File: config.mk
export PLATFORM = sky130hd
export DESIGN_NAME = sysex_reply_parser_core
export DESIGN_NICKNAME = d
export VERILOG_FILES = /design/src/design/srp_pkg.sv /design/src/design/srp_ram.sv /design/src/design/srp_front.sv /design/src/design/srp_queue.sv /design/src/design/srp_back.sv /design/src/design/sysex_reply_parser_core.sv
export SDC_FILE = /design/constraint.sdc
export NUM_CORES = 1
export LEC_CHECK = 0
export ABC_CLOCK_PERIOD_IN_PS = 9710
export BUFFER_PORTS_ARGS = -buffer_cell sky130_fd_sc_hd__buf_2
export CAP_MARGIN = 20
export CORE_MARGIN = 2
export CORE_UTILIZATION = 30
export CTS_BUF_LIST = sky130_fd_sc_hd__clkbuf_4
export DETAILED_ROUTE_END_ITERATION = 8
export GPL_TIMING_DRIVEN = 0
export PLACE_DENSITY = 0.47
export SLEW_MARGIN = 5
export SYNTH_ARGS = -nofsm -noshare
export SYNTH_HDL_FRONTEND = slang
export SYNTH_HIERARCHICAL = 1
export SYNTH_SLANG_ARGS = --single-unit
File: constraint.sdc
create_clock -name clk -period 9.71 [get_ports clk]
set_input_delay 0.971 -clock clk [delete_from_list [all_inputs] [get_ports clk]]
set_output_delay 0.971 -clock clk [all_outputs]
set_load 0.1 [all_outputs]
File: src/design/srp_pkg.sv
// ----------------------------------------------------------------------------
// SysEx reply parser package
// Payload types, job descriptor, state encodings and protocol constants.
// ----------------------------------------------------------------------------
package srp_pkg;

  localparam logic [7:0] SYX_START   = 8'hF0;
  localparam logic [7:0] SYX_END     = 8'hF7;
  localparam logic [7:0] MFR_ID_0    = 8'h00;
  localparam logic [7:0] MFR_ID_1    = 8'h20;
  localparam logic [7:0] MFR_ID_2    = 8'h33;
  localparam logic [7:0] FN_PARAM    = 8'h01;
  localparam logic [7:0] FN_STRING   = 8'h03;
  localparam logic [7:0] PAR_ONOFF   = 8'h03;
  localparam logic [7:0] PAR_RIGNAME = 8'h01;
  localparam logic [7:0] PAGE_RIG    = 8'h00;
  localparam logic [6:0] CC_ON       = 7'd127;
  localparam logic [6:0] CC_OFF      = 7'd0;

  localparam int HDR_LEN  = 6;
  localparam int TEXT_OFS = 10;
  localparam int MIN_PARAM_LEN = 12;
  // Wide enough for any buffer length in the supported range.
  localparam int TXT_W = 7;

  localparam logic RK_CC   = 1'b0;
  localparam logic RK_NAME = 1'b1;

  typedef struct packed {
    logic [7:0] chunk_byte_0;
    logic [7:0] chunk_byte_1;
    logic [7:0] chunk_byte_2;
    logic [1:0] chunk_length;
    logic       message_end;
  } in_t;

  typedef struct packed {
    logic       result_kind;
    logic [6:0] cc_number;
    logic [6:0] cc_value;
    logic [4:0] name_length;
    logic [7:0] name_char;
    logic       last_of_run;
  } out_t;

  typedef struct packed {
    logic             is_name;
    logic [6:0]       cc;
    logic [6:0]       cc2;
    logic [6:0]       val;
    logic [TXT_W-1:0] txt_bytes;
  } job_t;

  typedef struct packed {
    logic       hit;
    logic [6:0] cc;
    logic [6:0] cc2;
  } page_hit_t;

  typedef enum logic [1:0] {F_IDLE, F_WR, F_END} front_state_t;

  typedef enum logic [3:0] {
    B_IDLE, B_CC1, B_CC2, B_TRIM_RD, B_TRIM_CHK, B_DECIDE,
    B_CMP_RD, B_CMP_CHK, B_EMIT_RD, B_EMIT_OUT, B_CLR_OUT
  } back_state_t;

  // Module page to controller number table.
  function automatic page_hit_t page_lookup(input logic [7:0] page);
    page_hit_t r;
    r = '{hit: 1'b1, cc: 7'd0, cc2: 7'd0};
    case (page)
      8'h32:   r.cc = 7'd17;
      8'h33:   r.cc = 7'd18;
      8'h34:   r.cc = 7'd19;
      8'h35:   r.cc = 7'd20;
      8'h38:   r.cc = 7'd22;
      8'h3A:   begin r.cc = 7'd24; r.cc2 = 7'd25; end
      8'h3C:   begin r.cc = 7'd26; r.cc2 = 7'd27; end
      8'h3D:   begin r.cc = 7'd28; r.cc2 = 7'd29; end
      default: r.hit = 1'b0;
    endcase
    return r;
  endfunction

endpackage

File: src/design/srp_ram.sv
// ----------------------------------------------------------------------------
// Generic RAM
// One write port and one read port with registered read data.
// ----------------------------------------------------------------------------
module srp_ram #(
  parameter int WIDTH = 8,
  parameter int DEPTH = 16,
  localparam int AW = (DEPTH > 1) ? $clog2(DEPTH) : 1
) (
  input  logic             clk,
  input  logic             we,
  input  logic [AW-1:0]    waddr,
  input  logic [WIDTH-1:0] wdata,
  input  logic             re,
  input  logic [AW-1:0]    raddr,
  output logic [WIDTH-1:0] rdata
);

  logic [WIDTH-1:0] mem [DEPTH];
  logic [WIDTH-1:0] rdata_r;

  always_ff @(posedge clk) begin
    if (we) begin
      mem[waddr] <= wdata;
    end
    if (re) begin
      rdata_r <= mem[raddr];
    end
  end

  assign rdata = rdata_r;

endmodule

File: src/design/srp_front.sv
// ----------------------------------------------------------------------------
// SysEx reply parser front end
// Accepts chunks, assembles the message buffer and classifies finished messages.
// ----------------------------------------------------------------------------
module srp_front import srp_pkg::*; #(
  parameter int BUFFER_BYTES = 48,
  localparam int AW = $clog2(BUFFER_BYTES),
  localparam int FW = $clog2(BUFFER_BYTES + 1)
) (
  input  logic          clk,
  input  logic          rst_n,
  input  logic          enabled,
  input  logic          in_valid,
  output logic          in_stall,
  input  in_t           in_data,
  output logic          buf_we,
  output logic [AW-1:0] buf_waddr,
  output logic [7:0]    buf_wdata,
  output logic          q_push,
  output job_t          q_job,
  input  logic          q_full,
  input  logic          name_done
);

  front_state_t  st_r, st_nxt;
  logic [FW-1:0] fill_r, fill_nxt;
  logic          ovf_r, ovf_nxt;
  logic          pend_r, pend_nxt;
  logic [FW-1:0] base_r, base_nxt;
  logic [1:0]    cnt_r, cnt_nxt;
  in_t           chunk_r, chunk_nxt;
  logic [7:0]    h0_r, h1_r, h2_r, h3_r, fn_r, page_r, par_r, onb_r;
  logic [7:0]    h0_nxt, h1_nxt, h2_nxt, h3_nxt, fn_nxt, page_nxt, par_nxt, onb_nxt;

  logic          accept, restart, over, hdr_ok, job_ok;
  logic [FW-1:0] base;
  logic [FW:0]   sum;
  logic [FW-1:0] wpos;
  page_hit_t     ph;

  assign in_stall = (st_r != F_IDLE) || pend_r;
  assign accept   = in_valid && !in_stall;
  assign wpos     = base_r + FW'(cnt_r);
  assign ph       = page_lookup(page_r);

  always_comb begin
    st_nxt = st_r; fill_nxt = fill_r; ovf_nxt = ovf_r; pend_nxt = pend_r;
    base_nxt = base_r; cnt_nxt = cnt_r; chunk_nxt = chunk_r;
    h0_nxt = h0_r; h1_nxt = h1_r; h2_nxt = h2_r; h3_nxt = h3_r;
    fn_nxt = fn_r; page_nxt = page_r; par_nxt = par_r; onb_nxt = onb_r;
    buf_we = 1'b0; buf_waddr = wpos[AW-1:0]; buf_wdata = chunk_r.chunk_byte_0;
    q_push = 1'b0; q_job = '0;
    restart = (fill_r != '0) && (in_data.chunk_length != 2'd0) &&
              (in_data.chunk_byte_0 == SYX_START);
    base = restart ? '0 : fill_r;
    sum  = {1'b0, base} + (FW + 1)'(in_data.chunk_length);
    over = sum > (FW + 1)'(BUFFER_BYTES);
    hdr_ok = !ovf_r && (fill_r >= FW'(TEXT_OFS)) && (fill_r > FW'(HDR_LEN)) &&
             (h0_r == SYX_START) && (h1_r == MFR_ID_0) &&
             (h2_r == MFR_ID_1) && (h3_r == MFR_ID_2);
    job_ok = 1'b0;
    if (hdr_ok) begin
      if (fn_r == FN_PARAM && fill_r >= FW'(MIN_PARAM_LEN)) begin
        if (par_r == PAR_ONOFF && ph.hit) begin
          job_ok = 1'b1;
          q_job.cc = ph.cc;
          q_job.cc2 = ph.cc2;
          q_job.val = (onb_r[6:0] != 7'd0) ? CC_ON : CC_OFF;
        end
      end else if (fn_r == FN_STRING && page_r == PAGE_RIG && par_r == PAR_RIGNAME) begin
        job_ok = 1'b1;
        q_job.is_name = 1'b1;
        q_job.txt_bytes = TXT_W'(fill_r) - TXT_W'(TEXT_OFS);
      end
    end

    if (name_done) pend_nxt = 1'b0;

    case (st_r)
      F_IDLE: begin
        if (accept) begin
          if (!enabled) begin
            fill_nxt = '0;
            ovf_nxt  = 1'b0;
          end else begin
            ovf_nxt = restart ? over : (ovf_r | over);
            fill_nxt = over ? base : sum[FW-1:0];
            base_nxt = base;
            chunk_nxt = in_data;
            cnt_nxt = 2'd0;
            if (!over && in_data.chunk_length != 2'd0) st_nxt = F_WR;
            else if (in_data.message_end) st_nxt = F_END;
          end
        end
      end
      F_WR: begin
        buf_we = 1'b1;
        case (cnt_r)
          2'd0:    buf_wdata = chunk_r.chunk_byte_0;
          2'd1:    buf_wdata = chunk_r.chunk_byte_1;
          default: buf_wdata = chunk_r.chunk_byte_2;
        endcase
        // Keep copies of the fixed-position bytes the classifier needs.
        case (wpos)
          FW'(0):  h0_nxt = buf_wdata;
          FW'(1):  h1_nxt = buf_wdata;
          FW'(2):  h2_nxt = buf_wdata;
          FW'(3):  h3_nxt = buf_wdata;
          FW'(6):  fn_nxt = buf_wdata;
          FW'(8):  page_nxt = buf_wdata;
          FW'(9):  par_nxt = buf_wdata;
          FW'(11): onb_nxt = buf_wdata;
          default: ;
        endcase
        cnt_nxt = cnt_r + 2'd1;
        if (cnt_r == chunk_r.chunk_length - 2'd1) begin
          st_nxt = chunk_r.message_end ? F_END : F_IDLE;
        end
      end
      F_END: begin
        if (!(job_ok && q_full)) begin
          q_push = job_ok;
          if (job_ok && q_job.is_name) pend_nxt = 1'b1;
          fill_nxt = '0;
          ovf_nxt = 1'b0;
          st_nxt = F_IDLE;
        end
      end
      default: st_nxt = F_IDLE;
    endcase
  end

  always_ff @(posedge clk) begin
    if (!rst_n) begin
      st_r <= F_IDLE;
      fill_r <= '0;
      ovf_r <= 1'b0;
      pend_r <= 1'b0;
    end else begin
      st_r <= st_nxt;
      fill_r <= fill_nxt;
      ovf_r <= ovf_nxt;
      pend_r <= pend_nxt;
    end
  end

  always_ff @(posedge clk) begin
    base_r <= base_nxt; cnt_r <= cnt_nxt; chunk_r <= chunk_nxt;
    h0_r <= h0_nxt; h1_r <= h1_nxt; h2_r <= h2_nxt; h3_r <= h3_nxt;
    fn_r <= fn_nxt; page_r <= page_nxt; par_r <= par_nxt; onb_r <= onb_nxt;
  end

endmodule

File: src/design/srp_queue.sv
// ----------------------------------------------------------------------------
// SysEx reply parser job queue
// Two-entry queue of classified jobs between the front and back ends.
// ----------------------------------------------------------------------------
module srp_queue import srp_pkg::*; (
  input  logic clk,
  input  logic rst_n,
  input  logic push,
  input  job_t push_job,
  output logic full,
  input  logic pop,
  output job_t head,
  output logic empty
);

  job_t       slot_r [2];
  logic       wp_r, rp_r;
  logic [1:0] cnt_r;

  assign full  = (cnt_r == 2'd2);
  assign empty = (cnt_r == 2'd0);
  assign head  = slot_r[rp_r];

  always_ff @(posedge clk) begin
    if (!rst_n) begin
      wp_r <= 1'b0;
      rp_r <= 1'b0;
      cnt_r <= 2'd0;
    end else begin
      if (push) wp_r <= ~wp_r;
      if (pop) rp_r <= ~rp_r;
      cnt_r <= cnt_r + {1'b0, push} - {1'b0, pop};
    end
  end

  always_ff @(posedge clk) begin
    if (push) slot_r[wp_r] <= push_job;
  end

endmodule

File: src/design/srp_back.sv
// ----------------------------------------------------------------------------
// SysEx reply parser back end
// Executes queued jobs: control-change feedback and rig-name update.
// ----------------------------------------------------------------------------
module srp_back import srp_pkg::*; #(
  parameter int BUFFER_BYTES = 48,
  parameter int NAME_MAX = 20,
  localparam int AW  = $clog2(BUFFER_BYTES),
  localparam int NAW = (NAME_MAX > 1) ? $clog2(NAME_MAX) : 1,
  localparam int LW  = $clog2(NAME_MAX + 1)
) (
  input  logic          clk,
  input  logic          rst_n,
  input  logic          q_empty,
  input  job_t          q_head,
  output logic          q_pop,
  output logic          buf_re,
  output logic [AW-1:0] buf_raddr,
  input  logic [7:0]    buf_rdata,
  output logic          name_done,
  output logic          out_valid,
  input  logic          out_stall,
  output out_t          out_data
);

  back_state_t      st_r, st_nxt;
  job_t             job_r, job_nxt;
  logic [TXT_W-1:0] tl_r, tl_nxt;
  logic [LW-1:0]    len_r, len_nxt;
  logic [LW-1:0]    slen_r, slen_nxt;
  logic [LW-1:0]    idx_r, idx_nxt;
  logic             ov_r, ov_nxt;
  out_t             od_r, od_nxt;

  logic             out_free, last_idx;
  logic [LW-1:0]    len_calc;
  logic             nm_we, nm_re;
  logic [NAW-1:0]   nm_addr;
  logic [7:0]       nm_rdata;

  srp_ram #(.WIDTH(8), .DEPTH(NAME_MAX)) u_name_ram (
    .clk   (clk),
    .we    (nm_we),
    .waddr (nm_addr),
    .wdata (buf_rdata),
    .re    (nm_re),
    .raddr (nm_addr),
    .rdata (nm_rdata)
  );

  assign out_free = !ov_r || !out_stall;
  assign last_idx = (LW'(idx_r + 1'b1) == len_r);
  assign len_calc = (tl_r > TXT_W'(NAME_MAX)) ? LW'(NAME_MAX) : LW'(tl_r);
  assign nm_addr  = idx_r[NAW-1:0];
  assign out_valid = ov_r;
  assign out_data  = od_r;

  always_comb begin
    st_nxt = st_r; job_nxt = job_r; tl_nxt = tl_r; len_nxt = len_r;
    slen_nxt = slen_r; idx_nxt = idx_r; od_nxt = od_r;
    ov_nxt = ov_r && out_stall;
    q_pop = 1'b0; buf_re = 1'b0; nm_re = 1'b0; nm_we = 1'b0; name_done = 1'b0;
    buf_raddr = AW'(TXT_W'(TEXT_OFS) + TXT_W'(idx_r));
    case (st_r)
      B_IDLE: begin
        if (!q_empty) begin
          q_pop = 1'b1;
          job_nxt = q_head;
          tl_nxt = q_head.txt_bytes;
          st_nxt = q_head.is_name ? B_TRIM_RD : B_CC1;
        end
      end
      B_CC1: begin
        if (out_free) begin
          ov_nxt = 1'b1;
          od_nxt = '{result_kind: RK_CC, cc_number: job_r.cc, cc_value: job_r.val,
                     name_length: 5'd0, name_char: 8'd0,
                     last_of_run: (job_r.cc2 == 7'd0)};
          st_nxt = (job_r.cc2 == 7'd0) ? B_IDLE : B_CC2;
        end
      end
      B_CC2: begin
        if (out_free) begin
          ov_nxt = 1'b1;
          od_nxt = '{result_kind: RK_CC, cc_number: job_r.cc2, cc_value: job_r.val,
                     name_length: 5'd0, name_char: 8'd0, last_of_run: 1'b1};
          st_nxt = B_IDLE;
        end
      end
      B_TRIM_RD: begin
        if (tl_r == '0) begin
          st_nxt = B_DECIDE;
        end else begin
          buf_re = 1'b1;
          buf_raddr = AW'(TXT_W'(TEXT_OFS) + tl_r - TXT_W'(1));
          st_nxt = B_TRIM_CHK;
        end
      end
      B_TRIM_CHK: begin
        if (buf_rdata == SYX_END || buf_rdata == 8'h00) begin
          tl_nxt = tl_r - TXT_W'(1);
          st_nxt = B_TRIM_RD;
        end else begin
          st_nxt = B_DECIDE;
        end
      end
      B_DECIDE: begin
        len_nxt = len_calc;
        idx_nxt = '0;
        if (len_calc != slen_r) begin
          slen_nxt = len_calc;
          st_nxt = (len_calc == '0) ? B_CLR_OUT : B_EMIT_RD;
        end else if (len_calc == '0) begin
          name_done = 1'b1;
          st_nxt = B_IDLE;
        end else begin
          st_nxt = B_CMP_RD;
        end
      end
      B_CMP_RD: begin
        buf_re = 1'b1;
        nm_re = 1'b1;
        st_nxt = B_CMP_CHK;
      end
      B_CMP_CHK: begin
        if (buf_rdata != nm_rdata) begin
          idx_nxt = '0;
          st_nxt = B_EMIT_RD;
        end else if (last_idx) begin
          name_done = 1'b1;
          st_nxt = B_IDLE;
        end else begin
          idx_nxt = idx_r + 1'b1;
          st_nxt = B_CMP_RD;
        end
      end
      B_EMIT_RD: begin
        buf_re = 1'b1;
        st_nxt = B_EMIT_OUT;
      end
      B_EMIT_OUT: begin
        if (out_free) begin
          nm_we = 1'b1;
          ov_nxt = 1'b1;
          od_nxt = '{result_kind: RK_NAME, cc_number: 7'd0, cc_value: 7'd0,
                     name_length: 5'(len_r), name_char: buf_rdata,
                     last_of_run: last_idx};
          if (last_idx) begin
            name_done = 1'b1;
            st_nxt = B_IDLE;
          end else begin
            idx_nxt = idx_r + 1'b1;
            st_nxt = B_EMIT_RD;
          end
        end
      end
      B_CLR_OUT: begin
        if (out_free) begin
          ov_nxt = 1'b1;
          od_nxt = '{result_kind: RK_NAME, cc_number: 7'd0, cc_value: 7'd0,
                     name_length: 5'd0, name_char: 8'd0, last_of_run: 1'b1};
          name_done = 1'b1;
          st_nxt = B_IDLE;
        end
      end
      default: st_nxt = B_IDLE;
    endcase
  end

  always_ff @(posedge clk) begin
    if (!rst_n) begin
      st_r <= B_IDLE;
      slen_r <= '0;
      ov_r <= 1'b0;
    end else begin
      st_r <= st_nxt;
      slen_r <= slen_nxt;
      ov_r <= ov_nxt;
    end
  end

  always_ff @(posedge clk) begin
    job_r <= job_nxt; tl_r <= tl_nxt; len_r <= len_nxt;
    idx_r <= idx_nxt; od_r <= od_nxt;
  end

endmodule

File: src/design/sysex_reply_parser_core.sv
// ----------------------------------------------------------------------------
// SysEx reply parser core
// Rebuilds System Exclusive replies from chunks and reports module state
// changes and rig-name updates.
// ----------------------------------------------------------------------------
// Usage: chunks of up to three bytes enter on the in_ channel (valid/stall);
// a transaction is taken when in_valid is high and in_stall is low. Results
// leave on the out_ channel in the same way, the last one of a message being
// flagged by last_of_run. cfg_wr_en writes the single enable bit; while it is
// clear every chunk just empties the buffer.
// Flow: a chunk is taken in the idle state, then its bytes are written one
// at a time to the message buffer (single write port); the chunk that ends
// a message also passes an end state, where the message is classified.
// Control-change results follow once the back end takes the job. A rig-name
// reply is trimmed of trailing bytes, compared with the stored name and only
// emitted if it differs; the input is held off until that job is finished.
// At reset the buffer, the stored name length and both channels are
// cleared; the memories themselves are not. A stalled receiver holds the
// output register, and the back end then stops, but the front end keeps
// taking chunks until its two-entry job queue is full.
// ----------------------------------------------------------------------------
module sysex_reply_parser_core import srp_pkg::*; #(
  parameter int BUFFER_BYTES = 48,
  parameter int NAME_MAX = 20
) (
  input  logic clk,
  input  logic rst_n,
  input  logic cfg_wr_en,
  input  logic cfg_wr_data,
  input  logic in_valid,
  output logic in_stall,
  input  in_t  in_data,
  output logic out_valid,
  input  logic out_stall,
  output out_t out_data
);

  localparam int AW = $clog2(BUFFER_BYTES);

  // The enable bit; the user must write it only while the block is idle, the block itself does not enforce this.
  logic enabled_r;

  always_ff @(posedge clk) begin
    if (!rst_n) begin
      enabled_r <= 1'b0;
    end else if (cfg_wr_en) begin
      enabled_r <= cfg_wr_data;
    end
  end

  // Message buffer: written by the front end, read by the back end. The
  // front end is held off while a name job is outstanding, so the two never
  // touch the buffer for different messages at once.
  logic          buf_we, buf_re;
  logic [AW-1:0] buf_waddr, buf_raddr;
  logic [7:0]    buf_wdata, buf_rdata;

  logic q_push, q_full, q_pop, q_empty, name_done;
  job_t q_job, q_head;

  srp_ram #(.WIDTH(8), .DEPTH(BUFFER_BYTES)) u_buf_ram (
    .clk   (clk),
    .we    (buf_we),
    .waddr (buf_waddr),
    .wdata (buf_wdata),
    .re    (buf_re),
    .raddr (buf_raddr),
    .rdata (buf_rdata)
  );

  // Front end: assembles the message and classifies it at its end.
  srp_front #(.BUFFER_BYTES(BUFFER_BYTES)) u_front (
    .clk       (clk),
    .rst_n     (rst_n),
    .enabled   (enabled_r),
    .in_valid  (in_valid),
    .in_stall  (in_stall),
    .in_data   (in_data),
    .buf_we    (buf_we),
    .buf_waddr (buf_waddr),
    .buf_wdata (buf_wdata),
    .q_push    (q_push),
    .q_job     (q_job),
    .q_full    (q_full),
    .name_done (name_done)
  );

  // Short queue of classified jobs.
  srp_queue u_queue (
    .clk      (clk),
    .rst_n    (rst_n),
    .push     (q_push),
    .push_job (q_job),
    .full     (q_full),
    .pop      (q_pop),
    .head     (q_head),
    .empty    (q_empty)
  );

  // Back end: runs the jobs and owns the output register and stored name.
  srp_back #(.BUFFER_BYTES(BUFFER_BYTES), .NAME_MAX(NAME_MAX)) u_back (
    .clk       (clk),
    .rst_n     (rst_n),
    .q_empty   (q_empty),
    .q_head    (q_head),
    .q_pop     (q_pop),
    .buf_re    (buf_re),
    .buf_raddr (buf_raddr),
    .buf_rdata (buf_rdata),
    .name_done (name_done),
    .out_valid (out_valid),
    .out_stall (out_stall),
    .out_data  (out_data)
  );

endmodule

==> impl_metrics.csv <==
group,metric,value,unit
run_status,outcome,"finished, final reports clean",
clock_tree,post-cts-setup-buffers,0,
die,rows,122,
pwr,seq_power_share,51.0,%
yosys,ys_ff_latch,809,
drt,postRouteAntennaNets,0,
drt,drc,0,
global_routing,grt_antenna_before_repair,2,
die,core_area,110000,um^2
clock_tree,htreeDepth,4,
cells_and_area,area_growth_syn_to_layout,16.8,%
drt,met2RoutedLength,39800,um
placed_design,gp_routability_congestion,0.836,
drt,top_layer,"met4",
yosys,synth_top_flop_cell,"edfxtp_1",
pwr,p_int,0.00570,W
die,dieArea,113000,um^2
placed_design,portBuffers,63,
die,die_w,337,um
drt,route.met3.wl,4160,um
pwr,p_leak,13.5,nW
die,die_h,337,um
pwr,power.density,201,nW/um^2
clock_tree,hold_buffers,23,
global_routing,grt_max_degree,45,
yosys,synth_top_area_cell,"edfxtp_1",
setup_path,worstSetupEndpointType,"flop",
setup_path,reg2reg_depth,13,
sta,final_max_slew_viol_count,0,
setup_path,path_max_fanout,10,
setup_path,r2r_slack,4.96,ns
sta,setup_ws,4.96,ns
clock_tree,root_buffer,"clkbuf_4",
setup_path,critPathRequiredTime,10.43,ns
sta,hold_viol,0,
cells_and_area,multi_input_area,8440,um^2
yosys,avgSynthCellArea,16.9,um^2
drt,via_count,18611,
setup_path,reg2reg_from,"u_back/tl_r[0]",
hold_path,worst_hold_path_type,"in -> reg",
placed_design,hpwl,54600,um
hold_path,min_to,"u_front/chunk_r[26]",
sta,rsz0062_at_grt,"no",
sta,worst_pin_slew,1.09,ns
setup_path,rr_endpoint,"u_buf_ram/rdata[4]",
cells_and_area,final_layout_size_suffix_gt1_share,25.0,%
clock_tree,cts_tree,"done",
yosys,synth.yosys.seq_area_share,72.4,%
flow_run,cap_violations,0,
yosys,ys_warn_count,6,
pwr,peakVddDrop,0.129,mV
clock_tree,max-clock-path-buffers,3,
setup_path,arrival,5.47,ns
sta,post-route-min-period,4.75,ns
drt,wl,82200,um
yosys,syn_inst,1959,
drt,dr.pass1.iters,4,
die,floorplan.initialDensity,30.1,%
die,pin_count,64,
yosys,syn_area,33200,um^2
clock_tree,cts.clk_slew.worst_paths,0.06,ns
pwr,finalPower,0.00778,W
hold_path,min_from,"in_data[26]",
cells_and_area,fill_cells,10624,
drt,drtIter0Drc,1229,
global_routing,grt_usage,14.6,%
yosys,async_reset_ff_share,0,%
global_routing,grt_pass1_wl,122000,um
cells_and_area,seqCellArea,24000,um^2
drt,avgViaCountPerCell,4.72,
sta,clock_skew,0.0819,ns
pwr,p_sw,0.00208,W
sta,final-setup-viol-count,0,
sta,fin_tns_setup,0,ns
drt,routedLengthMet1,36200,um
placed_design,place_area,35700,um^2
drt,wl_per_cell,20.8,um
yosys,synth_top_area_share,70.9,%
cells_and_area,fin_nets,2339,
sta,fmax,210,MHz
setup_path,timing_worst_setup_path_type,"reg -> reg",
clock_tree,clock-sinks,809,
sta,max_slew_margin,27.0,%
hold_path,hold_depth,1,
cells_and_area,final_cell_area,38700,um^2
pwr,clkPwrFrac,37.6,%
pwr,sw_frac_of_total,26.7,%
placed_design,pre_cts_ws,4.66,ns
sta,period_share,48.9,%
setup_path,critPathLaunchType,"flop",
global_routing,grt_pass1_vias,19311,
yosys,synthTopCellsByArea,"edfxtp_1 (71%), mux2i_1 (4.7%), mux4_2 (4.1%)",
global_routing,grt_remaining_overflow,0,
yosys,synth_edf_count,783,
clock_tree,cts-resized-gates,0,
clock_tree,cts_buffers,211,
pwr,power_frac_comb,11.5,%
yosys,ys_types,90,
clock_tree,clk_latency,1.05,ns
routing by layer:
layer,vias to the layer above,GRT usage (%)
li1,8525,-
met5,-,0
met1,9458,18.9
met4,0,6.08
met2,508,23.8
met3,120,3.20
synth_stat cells, types with 9 or more instances:
library cell	n
a22o_1	19
xor2_1	10
ha_1	17
o22ai_1	12
mux4_1	11
nor4_1	14
nor2b_1	27
nor3_1	24
nand2_1	111
nand2b_1	20
mux4_2	61
edfxtp_1	783
xnor2_1	24
and3_1	10
buf_4	24
and2_1	33
a221oi_1	24
clkbuf_1	41
buf_6	17
mux2i_1	157
inv_1	23
nand3_1	20
o21ai_0	35
mux2_2	21
nor4b_1	9
mux2_4	10
a22oi_1	48
dfxtp_1	26
nor2_1	125
buf_2	13
a21oi_1	43
flip-flops by register name (all words and copies together), names as in the netlist, 6 cells and up, named ones only:
name,cells
u_back/u_name_ram/mem,160
u_buf_ram/rdata,8
u_front/h0_r,8
u_front/chunk_r,27
u_front/page_r,8
u_queue/slot_r,58
u_back/u_name_ram/rdata,8
u_buf_ram/mem,384
u_front/fill_r,6
u_back/out_data,29
u_front/h2_r,8
u_front/base_r,6
u_back/tl_r,7
u_front/h1_r,8
u_front/par_r,8
u_front/fn_r,8
u_front/onb_r,7
u_back/job_r,21
u_front/h3_r,8
worst max-delay path: stages, from the launching register on:
cell	delay (ns)
edfxtp_1	0.50
inv_1	0.10
ha_1	0.20
or3b_1	0.46
o21ai_1	0.27
clkbuf_1	0.32
nand2_1	0.11
o21ai_0	0.21
nor2b_1	0.48
clkbuf_1	0.66
buf_2	0.41
a22oi_1	0.16
a21oi_1	0.39
o41ai_2	0.16
area by class of cell:
type / instances / area share, %
clock inverter: 69 / 1.03
tap: 1488 / 4.80
clock buffer: 309 / 5.99
multi-input combinational: 1021 / 21.8
antenna: 2 / 0.0129
timing repair buffer: 112 / 2.35
inverter: 24 / 0.232
sequential: 809 / 62.0
buffer: 108 / 1.77
power groups by stage:
stage | combinational [W] | sequential [W] | clock [W]
6_report | 0.000894 | 0.00397 | 0.00292
5_1_grt | 0.000945 | 0.00397 | 0.00323
4_1_cts | 0.000895 | 0.00397 | 0.00304
3_5_place_dp | 0.000887 | 0.00404 | 0
3_3_place_gp | 0.000840 | 0.00406 | 0
2_1_floorplan | 0.000351 | 0.00432 | 0
worst max path at each step:
stage | from | to | slack (ns) | depth (start not counted)
2_1_floorplan | u_back/st_r[3] | u_queue/cnt_r[1] | 5.63 | 8
3_5_place_dp | in_data[19] | u_front/st_r[1] | 4.66 | 14
5_1_grt | u_back/tl_r[0] | u_buf_ram/rdata[4] | 4.64 | 13
6_report | u_back/tl_r[0] | u_buf_ram/rdata[4] | 4.96 | 13
3_3_place_gp | u_back/st_r[3] | u_queue/cnt_r[1] | 4.04 | 8
4_1_cts | u_back/tl_r[0] | u_buf_ram/rdata[3] | 4.86 | 13
metrics by stage:
step           util, %  instances  hold WS [ns]
2_1_floorplan        -       1962         0.447
3_3_place_gp      32.1       3513         0.459
3_5_place_dp      32.4       3532         0.484
4_1_cts           35.1       3933       0.00517
5_1_grt           35.2       3942        0.0503
6_report          35.2       3942         0.164
logic make-up (layout without fill, tap and decap cells):
group | after synthesis | in the layout | synth area share, %
DFF | 809 | 809 | 72.4
xor gates and xnor gates | 36 | 36 | 1.01
buffers and inverters | 132 | 622 | 2.33
muxes | 260 | 260 | 10.9
and+or+nand+nor | 448 | 448 | 6.79
adders and majority gates | 19 | 19 | 0.762
other | 1 | 6 | 0.0113
AOI/OAI and AO/OA | 254 | 254 | 5.74
placed cells by master (no fill, tap or decap), drive strengths merged, types with 17 or more instances in the layout:
cell	synthesis	final
edfxtp	783	783
clkbuf	44	355
mux2i	157	157
buf	64	150
nor2	126	126
nand2	111	111
mux4	72	72
clkinv	0	59
a22oi	48	48
a21oi	44	44
o21ai	42	42
and2	34	34
mux2	31	31
inv	24	29
nor2b	27	27
dfxtp	26	26
xnor2	25	25
a221oi	25	25
nor3	24	24
dlygate4sd3	0	23
nand2b	20	20
nand3	20	20
a22o	19	19
ha	17	17
(Power assumes the default switching activity.)
